<file path="src/rtl/drbm_pkg.sv">
package drbm_pkg;

    localparam longint unsigned MAIN_BYTES  = 64'd65536;
    localparam longint unsigned VIDEO_BASE  = 64'd2684354560;
    localparam longint unsigned VIDEO_BYTES = 64'd65536;

    // Each store is four byte lanes; one row holds one byte of each lane.
    localparam int MAIN_ROWS  = int'((MAIN_BYTES + 64'd3) / 64'd4);
    localparam int VIDEO_ROWS = int'((VIDEO_BYTES + 64'd3) / 64'd4);
    localparam int CLR_ROWS   = (MAIN_ROWS > VIDEO_ROWS) ? MAIN_ROWS : VIDEO_ROWS;

    localparam int MAIN_AW  = (MAIN_ROWS > 1) ? $clog2(MAIN_ROWS) : 1;
    localparam int VIDEO_AW = (VIDEO_ROWS > 1) ? $clog2(VIDEO_ROWS) : 1;
    localparam int CLR_W    = (CLR_ROWS > 1) ? $clog2(CLR_ROWS) : 1;

    localparam longint unsigned MAX_BYTES =
        (MAIN_BYTES > VIDEO_BYTES) ? MAIN_BYTES : VIDEO_BYTES;
    localparam int OFF_W = $clog2(MAX_BYTES);
    localparam int ROW_W = (OFF_W > 3) ? OFF_W - 2 : 1;

    localparam logic [32:0] VIDEO_LO  = 33'(VIDEO_BASE);
    localparam logic [32:0] VIDEO_HI  = 33'(VIDEO_BASE) + 33'(VIDEO_BYTES);
    localparam logic [32:0] MAIN_HI   = 33'(MAIN_BYTES);
    localparam logic [OFF_W-1:0] VIDEO_OFF = OFF_W'(VIDEO_BASE);

    localparam logic [1:0] FUNC_READ  = 2'd0;
    localparam logic [1:0] FUNC_WRITE = 2'd1;
    localparam logic [1:0] FUNC_CLEAR = 2'd2;

    localparam logic [1:0] SIZE_BYTE = 2'd0;
    localparam logic [1:0] SIZE_HALF = 2'd1;

    localparam logic [7:0] BYTE_MASK = 8'hff;

    typedef struct packed {
        logic [1:0]  func;
        logic [1:0]  access_size;
        logic [31:0] address;
        logic [31:0] write_data;
    } in_t;

    typedef struct packed {
        logic [31:0] read_data;
        logic        out_of_range;
        logic        vram_dirty;
    } out_t;

    typedef struct packed {
        logic                  rd;
        logic                  wr;
        logic                  sel_main;
        logic                  sel_video;
        logic                  err;
        logic [1:0]            lane0;
        logic [1:0]            size;
        logic [3:0]            wmask;
        logic [3:0][7:0]       wbytes;
        logic [3:0][ROW_W-1:0] row;
    } dec_t;

    typedef struct packed {
        logic       rd;
        logic       err;
        logic       sel_video;
        logic [1:0] lane0;
        logic [1:0] size;
        logic       dirty;
    } meta_t;

endpackage

</file>
<file path="src/rtl/drbm_decode.sv">
module drbm_decode (
    input  drbm_pkg::in_t  req,
    output drbm_pkg::dec_t dec
);
    import drbm_pkg::*;

    logic [2:0]       nbytes;
    logic [32:0]      end_addr;
    logic             rw;
    logic             vid_fit;
    logic             main_fit;
    logic [OFF_W-1:0] offset;
    logic [ROW_W-1:0] row_base;
    logic [3:0]       base_mask;
    logic [7:0]       mask_dbl;
    logic [4:0]       shamt;
    logic [63:0]      wdbl;

    always_comb begin
        unique case (req.access_size)
            SIZE_BYTE: begin
                nbytes    = 3'd1;
                base_mask = 4'b0001;
            end
            SIZE_HALF: begin
                nbytes    = 3'd2;
                base_mask = 4'b0011;
            end
            default: begin
                nbytes    = 3'd4;
                base_mask = 4'b1111;
            end
        endcase
    end

    assign end_addr = {1'b0, req.address} + 33'(nbytes);
    assign rw       = (req.func == FUNC_READ) || (req.func == FUNC_WRITE);
    assign vid_fit  = ({1'b0, req.address} >= VIDEO_LO) && (end_addr <= VIDEO_HI);
    assign main_fit = end_addr <= MAIN_HI;

    // Only one store is selected, so one offset serves both.
    assign offset   = vid_fit ? (req.address[OFF_W-1:0] - VIDEO_OFF)
                              : req.address[OFF_W-1:0];
    assign row_base = ROW_W'(offset >> 2);

    assign mask_dbl = {base_mask, base_mask} << offset[1:0];
    assign shamt    = {offset[1:0], 3'b000};
    assign wdbl     = {req.write_data, req.write_data} << shamt;

    always_comb begin
        dec.rd        = req.func == FUNC_READ;
        dec.wr        = req.func == FUNC_WRITE;
        dec.sel_video = rw && vid_fit;
        dec.sel_main  = rw && !vid_fit && main_fit;
        dec.err       = rw && !vid_fit && !main_fit;
        dec.lane0     = offset[1:0];
        dec.size      = req.access_size;
        dec.wmask     = mask_dbl[7:4];
        dec.wbytes    = wdbl[63:32];
        for (int l = 0; l < 4; l++) begin
            // Lanes below the first lane wrap into the next row.
            dec.row[l] = row_base + ROW_W'((2'(l) < offset[1:0]) ? 1 : 0);
        end
    end

endmodule

</file>
<file path="config.mk">
export PLATFORM = sky130hd
export DESIGN_NAME = drbm_decode
export DESIGN_NICKNAME = d
export VERILOG_FILES = /design/src/rtl/drbm_pkg.sv /design/src/rtl/drbm_decode.sv
export SDC_FILE = /design/constraint.sdc
export NUM_CORES = 1
export LEC_CHECK = 0
export BUFFER_PORTS_ARGS = -buffer_cell sky130_fd_sc_hd__buf_2
export CAP_MARGIN = 20
export CORE_MARGIN = 1.5
export CORE_UTILIZATION = 40
export DETAILED_ROUTE_END_ITERATION = 16
export PLACE_DENSITY = 0.89
export REMOVE_ABC_BUFFERS = 1
export SYNTH_ARGS = -nofsm -noshare
export SYNTH_HDL_FRONTEND = slang
export SYNTH_SLANG_ARGS = --single-unit
</file>
<file path="constraint.sdc">
create_clock -name vclk -period 2.7
set_clock_uncertainty 0.05 [all_clocks]
set_input_delay 0.135 -clock vclk [all_inputs]
set_output_delay 0.135 -clock vclk [all_outputs]
set_load 0.005 [all_outputs]
</file>
# [Word-level counts from Yosys, hierarchy flattened]
# Index checks and enable logic that the tools add are counted.
[word_totals] regBits=0 latch_bits=0 ramBits=0 mem_bits_ro=0 in_bits=68 output_inout_bits=101 wordCells=32 memories=0
[op_classes] add_sub_neg=5 n_mul=0 div_mod_pow=0 magnitude_cmp=7 eq_ne=2 shifts=2 n_mux=6 bitwise_logic=0 reduce_logical=10
[ops] operator="$shl 64x5->64" n=1
[ops] operator="$add 14x1->14" n=4
[ops] operator="$add 32x3->33" n=1
[ops] operator="$le 33x17->1 const B" n=1
[ops] operator="$le 33x32->1 const B" n=1
[ops] operator="$ge 32x32->1 const B" n=1
[ops] operator="$pmux 4 s2" n=1
[ops] operator="$shl 8x2->8" n=1
[ops] operator="$pmux 3 s2" n=1
[ops] operator="$logic_and 1x1->1" n=5
[ops] operator="$eq 2x1->1 const B" n=2
[ops] operator="$logic_not 2->1" n=2
[ops] operator="$lt 1x2->1 const A" n=2
[ops] operator="$lt 2x2->1 const A" n=2
[ops] operator="$mux 1" n=4
[ops] operator="$logic_not 1->1" n=2
[ops] operator="$logic_or 1x1->1" n=1

# [Depth between registers and ports, before layout]
[depth] word_depth=8 ltp_mapped=11 depth_no_buf=11

# [Worst setup path before layout]
# No wires, ideal clock.
[synth_timing] path_kind="input -> output" start="in req[32] in the netlist's numbering" end="out dec[96] in the netlist's numbering" arrival_time_ns=2.503 required_time_ns=2.515 path_slack_ns=0.012 cell_stages=11 path_buffers=3 path_cell_list="clkbuf_1 clkbuf_1 buf_2 inv_1 ha_1 nand4b_1 a211oi_1 nand4_1 nor2_1 o211ai_1 and4b_1"
[synth_lines] element="from (decl)" line_no="drbm_decode.sv:2" source="input drbm_pkg::in_t req,"
[synth_lines] element="to (decl)" line_no="drbm_decode.sv:3" source="output drbm_pkg::dec_t dec"

==> impl_metrics.yaml <==
layout:
  flops_and_latches: 0
  syn2layout_area_growth_pct: 41.2
  fill_cells: 546
  drive_gt1_frac: 0.565
  diodes: 0
  num-nets-final: 534
  final_common_cell: "buf_2"
  nClkBuffers: 0
  seq_area_sq_um: 0
  final_cell_mix: "167 x buf_2, 43 x nand2_1, 38 x xnor2_1, 32 x mux4_2, 24 x buf_4"
power:
  pwr-share-clk: 0
  powerDensity_nw_per_um2: 151
  power.switching_mw: 0.257
  peakVddDrop_v: 0.0000924
  p_leak_nw: 1.53
  p_total_mw: 0.534
  comb_power_share: 1.000
  p_sw_frac: 0.482
  p_seq_frac: 0
  internal_power_mw: 0.276
sta:
  worst_slew_pin_slew_ps: 543
  hold_ws_ps: 458
  clock.fmax_mhz: 384
  slew_viol_final: 0
  timing.final.crit_share: 0.965
  setup_viol: 0
  tns_ps: 0
  hold_viol_final: 0
  slew_headroom: 0.638
  rsz0062_at_grt: "yes"
  period_needed_ps: 2600
logic_synthesis:
  ys_warn_count: 0
  synth.distinct_cells: 48
  yosysSeqAreaShare: 0
  postSynthCellCount: 300
  postSynthAreaPerCell_sq_um: 8.34
  netlist_area_sq_um: 2500
outcome:
  status: "finished, final reports clean"
place:
  place.gp.congestion: 0.807
  port_buffers: 169
  hpwl_microns: 6600
detailed_routing:
  totalWireLength_microns: 8150
  dr.pass1.iters: 4
  drc: 0
  vias_per_cell: 5.61
  wl_per_cell_microns: 15.4
  vias: 2960
  drtAntennaViolNets: 0
  first_iter_violations: 51
die:
  core_sq_um: 5990
  rows: 28
  floorplan.initialDensity: 0.418
  die_area_sq_um: 6740
  die_w_microns: 82.1
  die_h_microns: 82.1
  ios: 169
critical_path:
  worst-endpoint-arrival_ps: 2420
  cp.required_ps: 2520
  crit_path_start_kind: "input pin"
  critPathCaptureType: "primary output"
  path_max_fanout: 8
  critPathKind: "input pin to primary output"
global_route:
  grt_pass1_vias: 2747
  grt_pass1_wl_microns: 12400
  antenna_found_initial: 0
  grt.overflow.total: 0
  grt_max_degree: 42
  grtUsageTotal: 0.226
hold_path:
  hold_path_class: "input pin to primary output"
run:
  drv_cap: 0
[per-layer routing]
metal / up-vias / track usage / part of all wire
met5: - / 0 / 0
met4: 0 / 0.0271 / 0.0099
met3: 10 / 0.0198 / 0.080
met2: 147 / 0.450 / 0.53
met1: 1386 / 0.264 / 0.38
li1: 1417 / - / -
[through the flow]
stage          area [sq um]  utilization  cells  setup slack (ps)
3_3_place_gp           3340        0.557    524              -113
2_1_floorplan          2240            -    259               252
4_1_cts                3430        0.573    526              25.6
3_5_place_dp           3340        0.557    524              -219
6_report               3530        0.590    528              95.2
5_1_grt                3530        0.590    528             -40.8
[power by group through the flow]
stage	clock (mW)	sequential (mW)	combinational (mW)
2_1_floorplan	0	0	0.220
3_3_place_gp	0	0	0.491
3_5_place_dp	0	0	0.503
4_1_cts	0	0	0.518
5_1_grt	0	0	0.586
6_report	0	0	0.534
[Yosys cell counts, types with 5 or more instances]
cell type   n  area [sq um]
xnor2_1    38           333
and3_1      6          37.5
and4_1      5          43.8
nor2_1     16          60.1
and2_1      6          37.5
xor2_1      8          70.1
ha_1       10           125
clkbuf_1    5          18.8
nand2_1    43           161
a21oi_1     6          30.0
buf_2       9          45.0
nand3_1    20           100
o21ai_0     6          30.0
buf_4      22           165
or3_1       5          31.3
mux4_2     32           721
nand4_1    10          62.6
[worst max-delay path, stage by stage]
cell and delay [ps]:
buf_6 80, nor2b_4 180, ha_4 230, a211oi_4 290, nor2_4 90, buf_4 150
a211o_1 290, a211oi_2 210, nand4_1 170, nor2_1 140, o211ai_1 100, and4b_1 220
buf_2 120
[layout make-up]
type                            count  area [sq um]  area share
Inverter                            4          15.0     0.00425
Multi-Input combinational cell    255          2370       0.672
Tap cell                           75          93.8      0.0266
Timing Repair Buffer              194          1050       0.297
[logic make-up after synthesis]
kind of cell / share of synthesized area
muxes: 0.292
xor gates and xnor gates: 0.161
AOI/OAI and AO/OA: 0.0945
and+or+nand+nor: 0.284
adders and majority gates: 0.0580
buffers and inverters: 0.111
[timing repair]
item	in CTS	in global routing
resized for setup	18	19
pin swaps	11	13
setup buffers	2	2
hold buffers	0	0
endpoints found under the setup margin	3	3
[worst paths after layout]
check / to / slack (ps) / startpoint / depth (start not counted)
worst max-delay path: dec[96] / 100 / req[64] / 13
worst min-delay path: dec[100] / 460 / req[66] / 3
Note: power is estimated with default switching activity, not from simulation.
